<file path="src/hdl/assert_macros.svh">
// Assertion macros shared by the calibrator RTL.
// Bodies compile away when SYNTH is defined.
`ifndef ASSERT_MACROS_SVH
`define ASSERT_MACROS_SVH
`ifndef SYNTH
`define SGC_ASSERT_NEVER(label, clk, rst_n, cond) \
    label: assert property (@(posedge clk) disable iff (!rst_n) !(cond)) \
        else $error("forbidden condition seen");
`define SGC_ASSERT_IMPLY(label, clk, rst_n, ante, cons) \
    label: assert property (@(posedge clk) disable iff (!rst_n) (ante) |-> (cons)) \
        else $error("implication violated");
`define SGC_ASSERT_NEXT(label, clk, rst_n, ante, cons) \
    label: assert property (@(posedge clk) disable iff (!rst_n) (ante) |=> (cons)) \
        else $error("next-cycle implication violated");
`else
`define SGC_ASSERT_NEVER(label, clk, rst_n, cond)
`define SGC_ASSERT_IMPLY(label, clk, rst_n, ante, cons)
`define SGC_ASSERT_NEXT(label, clk, rst_n, ante, cons)
`endif
`endif

</file>
<file path="src/hdl/sgc_pkg.sv">
// Shared types, constants and helpers for the stillness gravity calibrator.
// No dependencies; the RTL modules and the testbench refer to it by scoped names.
package sgc_pkg;

    localparam int DATA_W     = 24;
    localparam int LEN_CFG_W  = 7;
    localparam int REQ_CFG_W  = 9;
    localparam int THR_W      = 16;
    localparam int CFG_IDX_W  = 2;
    localparam int CFG_DATA_W = 16;

    localparam int WINDOW_DEPTH_DEF = 64;
    localparam int COUNT_MAX_DEF    = 256;

    localparam logic [LEN_CFG_W-1:0]     LEN_RST     = 7'd32;
    localparam logic [REQ_CFG_W-1:0]     REQ_RST     = 9'd128;
    localparam logic [THR_W-1:0]         THR_RST     = 16'd1966;
    localparam logic signed [DATA_W-1:0] GRAVITY_RST = 24'sd642908;

    localparam logic OP_RESTART = 1'b1;

    localparam logic [CFG_IDX_W-1:0] CFG_WINDOW_LENGTH    = 2'd0;
    localparam logic [CFG_IDX_W-1:0] CFG_REQUIRED_COUNT   = 2'd1;
    localparam logic [CFG_IDX_W-1:0] CFG_STDDEV_THRESHOLD = 2'd2;

    typedef struct packed {
        logic                     opcode;
        logic signed [DATA_W-1:0] sample;
    } t_in_item;

    typedef struct packed {
        logic                     window_full;
        logic signed [DATA_W-1:0] window_mean;
        logic                     still;
        logic                     calibrated;
        logic                     done_now;
        logic signed [DATA_W-1:0] gravity;
    } t_out_item;

    typedef struct packed {
        logic [CFG_IDX_W-1:0]  index;
        logic [CFG_DATA_W-1:0] data;
    } t_cfg_item;

    typedef struct packed {
        logic load_item;
        logic read_old;
        logic write_sample;
        logic start_stats;
        logic mul_first;
        logic mul_second;
        logic compare;
        logic decide;
        logic gdiv_start;
        logic gravity_take;
        logic restart;
        logic out_load;
    } t_cmd;

    typedef struct packed {
        logic restart;
        logic calibrated;
        logic window_full;
        logic still;
        logic reached;
        logic scan_busy;
        logic div_busy;
    } t_status;

    function automatic int max_of(input int a, input int b);
        return (a > b) ? a : b;
    endfunction

endpackage

</file>
<file path="src/hdl/sgc_ctrl.sv">
// Controller: sequences one item through the datapath and owns the input
// and result handshakes. Depends on sgc_pkg and assert_macros.svh.
`include "assert_macros.svh"

module sgc_ctrl (
    input  logic             i_clk,
    input  logic             i_rst_n,
    input  logic             i_in_valid,
    output logic             o_in_ready,
    output logic             o_out_valid,
    input  logic             i_out_ready,
    output sgc_pkg::t_cmd    o_cmd,
    input  sgc_pkg::t_status i_status
);

    typedef enum logic [13:0] {
        S_IDLE     = 14'b00000000000001,
        S_DISPATCH = 14'b00000000000010,
        S_WRITE    = 14'b00000000000100,
        S_FULLCHK  = 14'b00000000001000,
        S_STATS    = 14'b00000000010000,
        S_WAIT     = 14'b00000000100000,
        S_MUL1     = 14'b00000001000000,
        S_MUL2     = 14'b00000010000000,
        S_CMP      = 14'b00000100000000,
        S_DECIDE   = 14'b00001000000000,
        S_REACHCHK = 14'b00010000000000,
        S_GWAIT    = 14'b00100000000000,
        S_GTAKE    = 14'b01000000000000,
        S_FINISH   = 14'b10000000000000
    } t_state;

    t_state r_state;
    t_state n_state;
    logic   r_out_valid;

    assign o_in_ready  = (r_state == S_IDLE);
    assign o_out_valid = r_out_valid;

    always_comb begin
        n_state = r_state;
        o_cmd   = '0;
        unique case (r_state)
            S_IDLE: begin
                if (i_in_valid) begin
                    o_cmd.load_item = 1'b1;
                    n_state         = S_DISPATCH;
                end
            end
            S_DISPATCH: begin
                if (i_status.restart) begin
                    o_cmd.restart = 1'b1;
                    n_state       = S_FINISH;
                end else if (i_status.calibrated) begin
                    n_state = S_FINISH;
                end else begin
                    o_cmd.read_old = 1'b1;
                    n_state        = S_WRITE;
                end
            end
            S_WRITE: begin
                o_cmd.write_sample = 1'b1;
                n_state            = S_FULLCHK;
            end
            S_FULLCHK: begin
                n_state = i_status.window_full ? S_STATS : S_FINISH;
            end
            S_STATS: begin
                o_cmd.start_stats = 1'b1;
                n_state           = S_WAIT;
            end
            S_WAIT: begin
                if (!i_status.scan_busy && !i_status.div_busy) begin
                    n_state = S_MUL1;
                end
            end
            S_MUL1: begin
                o_cmd.mul_first = 1'b1;
                n_state         = S_MUL2;
            end
            S_MUL2: begin
                o_cmd.mul_second = 1'b1;
                n_state          = S_CMP;
            end
            S_CMP: begin
                o_cmd.compare = 1'b1;
                n_state       = S_DECIDE;
            end
            S_DECIDE: begin
                o_cmd.decide = 1'b1;
                n_state      = i_status.still ? S_REACHCHK : S_FINISH;
            end
            S_REACHCHK: begin
                if (i_status.reached) begin
                    o_cmd.gdiv_start = 1'b1;
                    n_state          = S_GWAIT;
                end else begin
                    n_state = S_FINISH;
                end
            end
            S_GWAIT: begin
                if (!i_status.div_busy) begin
                    n_state = S_GTAKE;
                end
            end
            S_GTAKE: begin
                o_cmd.gravity_take = 1'b1;
                n_state            = S_FINISH;
            end
            S_FINISH: begin
                // The result register may load once its previous beat is gone or is being taken.
                if (!r_out_valid || i_out_ready) begin
                    o_cmd.out_load = 1'b1;
                    n_state        = S_IDLE;
                end
            end
            default: begin
                n_state = S_IDLE;
            end
        endcase
    end

    always_ff @(posedge i_clk) begin
        if (!i_rst_n) begin
            r_state     <= S_IDLE;
            r_out_valid <= 1'b0;
        end else begin
            r_state <= n_state;
            if (o_cmd.out_load) begin
                r_out_valid <= 1'b1;
            end else if (i_out_ready) begin
                r_out_valid <= 1'b0;
            end
        end
    end

    `SGC_ASSERT_NEXT(a_accept_dispatch, i_clk, i_rst_n, i_in_valid && o_in_ready, r_state == S_DISPATCH)
    `SGC_ASSERT_IMPLY(a_idle_quiet, i_clk, i_rst_n, r_state == S_IDLE, !i_status.scan_busy && !i_status.div_busy)

endmodule

</file>
<file path="config.mk">
export PLATFORM = sky130hd
export DESIGN_NAME = sgc_ctrl
export DESIGN_NICKNAME = d
export VERILOG_FILES = /design/src/hdl/sgc_pkg.sv /design/src/hdl/sgc_ctrl.sv
export VERILOG_INCLUDE_DIRS = /design/src /design/src/hdl
export SDC_FILE = /design/constraint.sdc
export NUM_CORES = 1
export LEC_CHECK = 0
export ABC_AREA = 1
export BUFFER_PORTS_ARGS = -buffer_cell sky130_fd_sc_hd__clkbuf_2
export CORE_UTILIZATION = 45
export DETAILED_ROUTE_END_ITERATION = 8
export PLACE_DENSITY = 0.69
export SLEW_MARGIN = 30
export SYNTH_ARGS = -nofsm -noshare
export SYNTH_HDL_FRONTEND = slang
export SYNTH_SLANG_ARGS = --single-unit
export TNS_END_PERCENT = 1
</file>
<file path="constraint.sdc">
create_clock -name i_clk -period 1.66 [get_ports i_clk]
set_input_delay 0.166 -clock i_clk [delete_from_list [all_inputs] [get_ports i_clk]]
set_output_delay 0.166 -clock i_clk [all_outputs]
set_load 0.01 [all_outputs]
</file>
# Word level (Yosys, flattened, before mapping)
# Index checks and enable logic that the tools add are counted.
[totals]
ff_bits = 15
inputBits = 11
[classes]
eq_ne = 18
muxes = 30
n_reduce_logical = 7
[op_table]
columns = ["cell", "count"]
rows = [
  ["one-hot mux 14 bit (14 select lines)", 1],
  ["2-to-1 mux 14 bit", 9],
  ["2-to-1 mux 1 bit", 20],
  ["== test 14 x 1 -> 1 bit, second input constant", 1],
  ["== test 14 x 10 -> 1 bit, second input constant", 1],
  ["== test 14 x 11 -> 1 bit, second input constant", 1],
  ["== test 14 x 12 -> 1 bit, second input constant", 1],
  ["== test 14 x 13 -> 1 bit, second input constant", 1],
  ["== test 14 bit, second input constant", 1],
  ["== test 14 x 2 -> 1 bit, second input constant", 1],
  ["== test 14 x 3 -> 1 bit, second input constant", 1],
  ["== test 14 x 4 -> 1 bit, second input constant", 1],
  ["== test 14 x 5 -> 1 bit, second input constant", 1],
  ["== test 14 x 6 -> 1 bit, second input constant", 1],
  ["== test 14 x 7 -> 1 bit, second input constant", 1],
  ["== test 14 x 8 -> 1 bit, second input constant", 1],
  ["== test 14 x 9 -> 1 bit, second input constant", 1],
  ["inequality test 2 bit, second input constant", 4],
  ["AND reduction 4 bit", 1],
  ["logical NOT 1 bit", 3],
  ["nonzero test 2 bit", 1],
  ["logical AND 1 bit", 1],
  ["logical OR 1 bit", 1],
]

# Longest topological paths before layout
# Gate-level depths: netlist (run 1).
[depth]
depth_word = 5
mapped_depth = 12
ltp_nobuf = 12

# Least setup slack after synthesis (run 1)
# No wires, ideal clock.
[synth_path]
path_type = "reg2reg"
start = "register r_state[5]"
end = "register r_state[0]"
setup_time_ns = 0.120
arrival_ns = 1.230
required_time_ns = 1.540
path_slack_ns = 0.310
path_stages_with_launch = 9
n_path_buf = 0
path_cell_list = "dfxtp_1 > nor2_2 > nand2_4 > nor3_4 > nand2_1 > nand2_2 > nor2_2 > nand3_1 > nand3_1"
[synth_via]
elab_chain_cells = 3
word_cells_on_any_way = 20
[synth_rtl]
columns = ["item", "line_no", "source"]
rows = [
  ["start, declared", "sgc_ctrl.sv:33", "t_state r_state;"],
  ["start signal, assigned", "sgc_ctrl.sv:128", "r_state <= n_state;"],
  ["== test 14 x 1 -> 1 bit (*)", "-", ""],
  ["named net o_in_ready", "sgc_ctrl.sv:9", "output logic o_in_ready,"],
  ["inequality test 2 bit (no line)", "-", ""],
  ["AND reduction 4 bit (no line)", "-", ""],
]
# The timed path passes the listed nets; every way through them passes the cells marked *.
# A chain may end at the register's enable or synchronous reset.

==> out/qor.json, run 1 <==
{
  "outcome": {
    "status": "finished clean"
  },
  "route": {
    "detailedRoute.firstPassIterationCount": 4,
    "via_per_inst": 5.10,
    "ant_nets": 0,
    "post_drt_wl_per_cell_um": 12.1,
    "route.vias.total": 1138,
    "detail_route.wirelength_um": 2710,
    "drt_drc_violations_left": 0,
    "drt_iter0_drc": 29
  },
  "synth": {
    "synth-warning-count": 0,
    "synth.cell_area_mm2": 0.00101,
    "synth_nets": 173,
    "post-synth-top-area-fraction_pct": 29.7,
    "synth.distinct_cells": 24,
    "synth_cells": 162,
    "synthesis.area_per_instance_um2": 6.24,
    "part_of_the_yosys_area_used_for_sequential_elements_pct": 29.7,
    "synth_top_cells_by_area": "sky130_fd_sc_hd__dfxtp_1 30%, sky130_fd_sc_hd__nor2_1 13%, sky130_fd_sc_hd__nand2_1 10%, sky130_fd_sc_hd__inv_1 9.3%, sky130_fd_sc_hd__nand3_1 5.4%",
    "post-synth-top-area-cell": "sky130_fd_sc_hd__dfxtp_1",
    "synth_seq_cells": 15
  },
  "place": {
    "pre_cts_slack_ns": 0.0896,
    "post-dp-hpwl_um": 1850,
    "dpl-instance-area_mm2": 0.00115,
    "port_buffers": 24,
    "place.gp.congestion": 0.885
  },
  "global_route": {
    "aggregate_global_route_resource_usage_pct": 21.7,
    "grt_start_max_net_pins": 14,
    "globalRouteMet1Util_pct": 27.4,
    "globalRoute.totalOverflow": 0,
    "grt_antenna_before_repair": 0,
    "global_route.usage.met3_pct": 5.61,
    "grt_pass1_wl_um": 4020,
    "number_of_global_route_vias_before_repair": 915,
    "most_utilized_layer_in_the_global_route_result": "met2",
    "use_met2_pct": 36.3
  },
  "worst_setup_path": {
    "path_max_fanout": 6,
    "worstSetupEndpointType": "output pin",
    "setup.worst_path.class": "register to output pin",
    "reg2regPathDepth": 10,
    "startpoint_type": "register",
    "worst-r2r-setup-slack_ns": 0.06,
    "critical_path_arrival_ns": 1.44,
    "worst-endpoint-required_ns": 1.49
  },
  "die": {
    "starting_density_pct": 49.5,
    "design.die.area_mm2": 0.00244,
    "dieWidth_um": 49.4,
    "dieHeight_um": 49.4,
    "floorplan.io_pins": 25,
    "std_cell_rows": 16,
    "core-area_mm2": 0.00204
  },
  "min_path": {
    "hold_class": "input pin to register",
    "worst_hold_path.num_cells": 3
  },
  "sta": {
    "finalSetupTns_ns": 0,
    "worst_pin_slew_ns": 0.449,
    "worst_slew_margin_rel_pct": 70.0,
    "timing.final.hold_violations": 0,
    "report.final.slew_viol_count": 0,
    "report.final.setup_viol": 0,
    "setup_ws_ns": 0.0511,
    "max_freq_mhz": 622,
    "unrepaired_setup_endpoints_after_global_routing": "yes",
    "final.period_utilization_pct": 96.9,
    "skew_ns": 0.00458,
    "finalCriticalPeriod_ns": 1.61
  },
  "power": {
    "post-layout-total-power_mw": 0.923,
    "power_per_cell_area_mw_per_mm2": 685,
    "ir_worst_vdd_mv": 0.497,
    "cellLeakagePower_nw": 0.733
  },
  "clock_tree": {
    "clock_sink_count": 15,
    "worstSkewPairLatency_ns": 0.29,
    "tritoncts.num_buffers": 3,
    "clock_tree.buffer_depth": 2,
    "clk_root_buffer_cell": "sky130_fd_sc_hd__clkbuf_4",
    "tritoncts": "yes",
    "clock_tree.htree_level_count": 1,
    "path_clk_slew_ns": 0.09
  },
  "finish": {
    "fill_cells": 196,
    "area_delta_synth_final_pct": 33.3,
    "finalNetCount": 208,
    "fin_area_mm2": 0.00135,
    "layout-drive-gt1-share_pct": 37.2,
    "antenna_cells_inserted": 0
  },
  "flow_run": {
    "drv.max_cap_violation_count": 0
  }
}
-- synth_stat cells --
cell type and instances:
sky130_fd_sc_hd__or2_2 2, sky130_fd_sc_hd__nand3_1 11, sky130_fd_sc_hd__nand2_4 2, sky130_fd_sc_hd__nor2_4 3, sky130_fd_sc_hd__o21ai_0 5, sky130_fd_sc_hd__inv_2 1, sky130_fd_sc_hd__nor2_2 7, sky130_fd_sc_hd__inv_1 25
sky130_fd_sc_hd__nand2_2 6, sky130_fd_sc_hd__a21oi_1 3, sky130_fd_sc_hd__clkbuf_1 1, sky130_fd_sc_hd__or2_1 1, sky130_fd_sc_hd__nor3b_1 1, sky130_fd_sc_hd__nor4_1 1, sky130_fd_sc_hd__o21ai_1 4, sky130_fd_sc_hd__nand2_1 28
sky130_fd_sc_hd__nor3_1 3, sky130_fd_sc_hd__dfxtp_1 15, sky130_fd_sc_hd__o21ai_2 1, sky130_fd_sc_hd__nor2_1 36, sky130_fd_sc_hd__nand3_2 2, sky130_fd_sc_hd__nand4_1 2, sky130_fd_sc_hd__nor3_4 1, sky130_fd_sc_hd__buf_6 1
-- stage by stage --
step           cells  hold WS [ns]  util [%]
5_1_grt          223        0.0859      66.0
2_1_floorplan    162         0.250         -
6_report         223        0.0868      66.0
3_3_place_gp     211         0.375      56.3
4_1_cts          218        0.0820      60.9
3_5_place_dp     211         0.383      56.3
-- timing repair --
item | 4_1_cts | 5_1_grt
pin swaps | 3 | 6
endpoints found under the setup margin | 6 | 9
hold buffers | 0 | 0
setup buffers | 3 | 4
gates cloned | 0 | 1
gates resized for setup | 9 | 20
-- cells by family after synthesis --
| group | after synthesis | share of synthesized area, % |
|---|---|---|
| AO/OA/AOI/OAI | 13 | 6.81 |
| buffers and inverters | 28 | 11.1 |
| AND/OR/NAND/NOR | 106 | 52.4 |
| flip-flops | 15 | 29.7 |
-- final cells by class --
| class | instances | area (um^2) | share of cell area (%) |
|---|---|---|---|
| Multi-Input combinational cell | 119 | 668 | 49.6 |
| Sequential cell | 15 | 307 | 22.7 |
| Timing Repair Buffer | 32 | 210 | 15.6 |
| Inverter | 26 | 103 | 7.61 |
| Tap cell | 27 | 33.8 | 2.51 |
| Clock buffer | 4 | 26.3 | 1.95 |
-- path summary, 6_finish.rpt --
path,from,to
max,r_state[3]$_SDFFE_PN0P_,o_cmd[0]
min,i_status[3],r_state[10]$_SDFFE_PN0P_
max reg2reg,r_state[11]$_SDFFE_PN0P_,r_state[12]$_SDFFE_PN0P_
min reg2reg,r_state[5]$_SDFFE_PN0P_,r_state[5]$_SDFFE_PN0P_
-- layout by cell type (no fill, tap or decap), types with 4 or more instances in the layout --
| cell type | synthesis | layout |
|---|---|---|
| sky130_fd_sc_hd__buf_2 | 0 | 5 |
| sky130_fd_sc_hd__buf_4 | 0 | 6 |
| sky130_fd_sc_hd__clkbuf_2 | 0 | 19 |
| sky130_fd_sc_hd__dfxtp_1 | 15 | 10 |
| sky130_fd_sc_hd__dfxtp_2 | 0 | 5 |
| sky130_fd_sc_hd__inv_1 | 25 | 24 |
| sky130_fd_sc_hd__nand2_1 | 28 | 27 |
| sky130_fd_sc_hd__nand2_2 | 6 | 6 |
| sky130_fd_sc_hd__nand3_1 | 11 | 11 |
| sky130_fd_sc_hd__nor2_1 | 36 | 31 |
| sky130_fd_sc_hd__nor2_2 | 7 | 6 |
| sky130_fd_sc_hd__nor2_4 | 3 | 9 |
| sky130_fd_sc_hd__o21ai_0 | 5 | 5 |
| sky130_fd_sc_hd__o21ai_1 | 4 | 4 |
-- routing by layer --
| metal | vias up | share of wire [%] |
|---|---|---|
| li1 | 575 | - |
| met1 | 521 | 45 |
| met2 | 38 | 49 |
| met3 | 4 | 4.9 |
| met4 | 0 | 0.96 |
| met5 | - | 0 |
-- worst max-delay path: stages (launching register included) --
cell	delay (ns)
sky130_fd_sc_hd__dfxtp_2	0.35
sky130_fd_sc_hd__nor2_4	0.15
sky130_fd_sc_hd__nand2_4	0.09
sky130_fd_sc_hd__nor2_4	0.14
sky130_fd_sc_hd__buf_12	0.13
sky130_fd_sc_hd__nand2_1	0.06
sky130_fd_sc_hd__nor2_2	0.10
sky130_fd_sc_hd__buf_2	0.14
-- power breakdown --
group | internal [mW] | switching (mW) | leakage [nW]
registers | 0.374 | 0.0150 | 0.124
clock network | 0.0935 | 0.121 | 0.0150
logic | 0.145 | 0.175 | 0.595
total | 0.612 | 0.311 | 0.733
-- registers in the layout, summed over array words and instances (netlist names) --
register	count
o_out_valid	1
r_state	14
Power figures use the tool's default switching activity.
==> run 2, diff against run 1 <==
Settings changed: REMOVE_ABC_BUFFERS set to 1.
==> out/qor.json, run 2 (synthesis gave the netlist of run 1 again) <==
{
  "clock_tree": {
    "tritoncts": "yes",
    "clk_root_buffer_cell": "sky130_fd_sc_hd__clkbuf_4",
    "clock_sink_count": {"value": 15, "change": "unchanged"},
    "worstSkewPairLatency": {"value": 0.29, "unit": "ns", "change": "about the same"},
    "path_clk_slew": {"value": 0.09, "unit": "ns", "change": "about the same"},
    "cts_hold_buffers": {"value": 0, "change": "unchanged"},
    "clock_tree.htree_level_count": {"value": 1, "change": "unchanged"},
    "tritoncts.num_buffers": {"value": 3, "change": "unchanged"},
    "clock_tree.buffer_depth": {"value": 2, "change": "unchanged"}
  },
  "die": {
    "floorplan.io_pins": {"value": 25, "change": "unchanged"},
    "std_cell_rows": {"value": 16, "change": "unchanged"},
    "starting_density": {"value": 49.5, "unit": "%", "change": "unchanged"},
    "dieWidth": {"value": 49.4, "unit": "um", "change": "unchanged"},
    "design.die.area": {"value": 0.00244, "unit": "mm^2", "change": "unchanged"},
    "dieHeight": {"value": 49.4, "unit": "um", "change": "unchanged"},
    "core-area": {"value": 0.00204, "unit": "mm^2", "change": "unchanged"}
  },
  "worst_setup_path": {
    "worstSetupEndpointType": "output pin",
    "worst-r2r-setup-slack": {"value": 0.03, "unit": "ns", "change": "-0.03 ns"},
    "reg2regPathDepth": {"value": 11, "change": "+1"},
    "path_max_fanout": {"value": 7, "change": "+1"},
    "worst-endpoint-required": {"value": 1.49, "unit": "ns", "change": "about the same"},
    "crit_top_cell": "sky130_fd_sc_hd__nor2_4",
    "timing.critical_path.cells": "nor2_4 > nand2_4 > nor2_4 > nand2_1 > nor2_2 > buf_2",
    "crit-reg2reg-capture": "r_state[0]$_SDFFE_PN1P_",
    "crit_slowest_cell": "sky130_fd_sc_hd__dfxtp_1",
    "slowest_cell_delay_on_critical_path": {"value": 0.35, "unit": "ns", "change": "about the same"},
    "startpoint_type": "register",
    "setup.worst_path.class": "register to output pin",
    "critical_path_arrival": {"value": 1.48, "unit": "ns", "change": "+0.04 ns"},
    "start_of_the_worst_register_to_register_path": "r_state[0]$_SDFFE_PN1P_"
  },
  "sta": {
    "unrepaired_setup_endpoints_after_global_routing": "yes",
    "worst_pin_slew": {"value": 0.424, "unit": "ns", "change": "-0.0249 ns"},
    "skew": {"value": 0.00292, "unit": "ns", "change": "-0.00166 ns"},
    "max_freq": {"value": 607, "unit": "MHz", "change": "-2.4%"},
    "holdWs": {"value": 0.0862, "unit": "ns", "change": "-0.000532 ns"},
    "worst_slew_margin_rel": {"value": 71.7, "unit": "%", "change": "+1.7 points"},
    "finalSetupTns": {"value": 0, "unit": "ns", "change": "unchanged"},
    "report.final.setup_viol": {"value": 0, "change": "unchanged"},
    "final.period_utilization": {"value": 99.3, "unit": "%", "change": "+2.4 points"},
    "report.final.slew_viol_count": {"value": 0, "change": "unchanged"},
    "finalCriticalPeriod": {"value": 1.65, "unit": "ns", "change": "+0.0393 ns"},
    "timing.final.hold_violations": {"value": 0, "change": "unchanged"}
  },
  "place": {
    "post-dp-hpwl": {"value": 1810, "unit": "um", "change": "-2.2%"},
    "port_buffers": {"value": 24, "change": "unchanged"},
    "place.gp.congestion": {"value": 0.828, "change": "-6.5%"},
    "dpl-instance-area": {"value": 0.00115, "unit": "mm^2", "change": "unchanged"},
    "dp.cells": {"value": 211, "change": "unchanged"}
  },
  "finish": {
    "layout.cells.most_common_list": "31 x sky130_fd_sc_hd__nor2_1, 23 x sky130_fd_sc_hd__nand2_1, 22 x sky130_fd_sc_hd__inv_1, 21 x sky130_fd_sc_hd__clkbuf_2, 11 x sky130_fd_sc_hd__nand3_1",
    "finalNetCount": {"value": 206, "change": "-0.96%"},
    "layout-drive-gt1-share": {"value": 40.2, "unit": "%", "change": "+3.0 points"},
    "largest_reg_flops": {"value": 14, "change": "unchanged"},
    "antenna_cells_inserted": {"value": 0, "change": "unchanged"},
    "max_flop_register": "r_state",
    "fill_cells": {"value": 202, "change": "+3.1%"},
    "fin_area": {"value": 0.00134, "unit": "mm^2", "change": "-0.37%"},
    "area_delta_synth_final_pct": 32.8,
    "most_common_cell_after_layout_fill_and_taps_aside": "sky130_fd_sc_hd__nor2_1",
    "finish.cell_count_without_fillers": {"value": 221, "change": "-0.90%"}
  },
  "global_route": {
    "aggregate_global_route_resource_usage": {"value": 21.5, "unit": "%", "change": "-0.26 points"},
    "grt_antenna_before_repair": {"value": 0, "change": "unchanged"},
    "grt_pass1_wl": {"value": 3980, "unit": "um", "change": "-0.85%"},
    "grt_start_max_net_pins": {"value": 14, "change": "unchanged"},
    "globalRoute.totalOverflow": {"value": 0, "change": "unchanged"},
    "number_of_global_route_vias_before_repair": {"value": 932, "change": "+1.9%"}
  },
  "outcome": {
    "status": "finished clean"
  },
  "route": {
    "detail_route.wirelength": {"value": 2560, "unit": "um", "change": "-5.5%"},
    "drt_drc_violations_left": {"value": 0, "change": "unchanged"},
    "ant_nets": {"value": 0, "change": "unchanged"},
    "top_layer": "met4",
    "detailedRoute.firstPassIterationCount": {"value": 5, "change": "+1"},
    "met1Wirelength": {"value": 1080, "unit": "um", "change": "-11%"},
    "post_drt_wl_per_cell": {"value": 11.6, "unit": "um", "change": "-4.6%"},
    "drt_iter0_drc": {"value": 26, "change": "-10%"},
    "routed-wl-met3": {"value": 137, "unit": "um", "change": "+3.0%"},
    "via_per_inst": {"value": 4.98, "change": "-2.5%"},
    "route.vias.total": {"value": 1100, "change": "-3.3%"},
    "route.met2.wl": {"value": 1280, "unit": "um", "change": "-4.1%"}
  },
  "min_path": {
    "worst_hold_path.num_cells": {"value": 3, "change": "unchanged"},
    "worstHoldStart": "i_status[3]",
    "worst_hold_path.endpoint": "r_state[10]$_SDFFE_PN0P_",
    "hold_class": "input pin to register"
  },
  "power": {
    "cellLeakagePower": {"value": 0.716, "unit": "nW", "change": "-2.3%"},
    "post-layout-total-power": {"value": 0.912, "unit": "mW", "change": "-1.2%"},
    "power_per_cell_area": {"value": 680, "unit": "mW/mm^2", "change": "-0.84%"},
    "ir_worst_vdd": {"value": 0.643, "unit": "mV", "change": "+30%"}
  },
  "flow_run": {
    "drv.max_cap_violation_count": {"value": 0, "change": "unchanged"}
  }
}
## run 2: changes by cell type in the layout (fill, tap and decap cells not counted), moves of 2 or more
cell,previous run,this run
sky130_fd_sc_hd__buf_6,0,2
sky130_fd_sc_hd__clkbuf_2,19,21
sky130_fd_sc_hd__inv_2,1,3
sky130_fd_sc_hd__nand2_1,27,23
sky130_fd_sc_hd__buf_2,5,2
sky130_fd_sc_hd__buf_4,6,4
sky130_fd_sc_hd__nand2_2,6,10
sky130_fd_sc_hd__inv_1,24,22
## run 2: metal layers
layer  up-vias  global-route usage [%]
met3         9                    4.36
met4         0                    11.4
met5         -                       0
met2        39                    33.6
li1        571                       -
met1       481                    27.4
## run 2: stage by stage
| step | util (%) | setup WS (ns) |
|---|---|---|
| 2_1_floorplan | - | 0.267 |
| 3_3_place_gp | 56.3 | 0.118 |
| 3_5_place_dp | 56.3 | 0.0552 |
| 4_1_cts | 59.6 | -0.00819 |
| 5_1_grt | 65.7 | -0.0928 |
| 6_report | 65.7 | 0.0118 |
## run 2: power by group
group / switching, mW / internal (mW) / total, mW
Sequential: 0.0150 / 0.372 / 0.387
Combinational: 0.176 / 0.132 / 0.307
Clock: 0.124 / 0.0937 / 0.218
Total: 0.315 / 0.597 / 0.912
## run 2: how the worst max path moves through the flow
stage / depth (start not counted) / end / from / slack (ns)
after global placement: 10 / r_state[0]$_SDFFE_PN1P_ / r_state[5]$_SDFFE_PN0P_ / 0.12
final: 6 / o_cmd[3] / r_state[0]$_SDFFE_PN1P_ / 0.01
after CTS: 6 / o_cmd[0] / r_state[4]$_SDFFE_PN0P_ / -0.008
after detailed placement: 10 / r_state[0]$_SDFFE_PN1P_ / r_state[5]$_SDFFE_PN0P_ / 0.06
after global routing: 6 / o_cmd[3] / r_state[8]$_SDFFE_PN0P_ / -0.09
after floorplan: 10 / r_state[0]$_SDFFE_PN1P_ / r_state[5]$_SDFFE_PN0P_ / 0.27
## run 2: final cells by class
type	count	area [um^2]	share of cell area [%]
timing repair buffer	30	188	14.0
clock buffer	4	26.3	1.96
inverter	26	100	7.46
tap	27	33.8	2.52
sequential	15	310	23.1
multi-input combinational	119	684	51.0
## run 2: worst max-delay path: cells and delay by family, from the launching register on
kind          cells  cell delay [ns]
simple gates      5             0.70
flops             1             0.35
buf+inv           1             0.14
## run 2: what timing repair did
action                                  CTS  global route
pin swaps                                 1            11
endpoints found under the setup margin    5            15
gates cloned                              0             0
buffers inserted                          2             4
resized for setup                         8            30
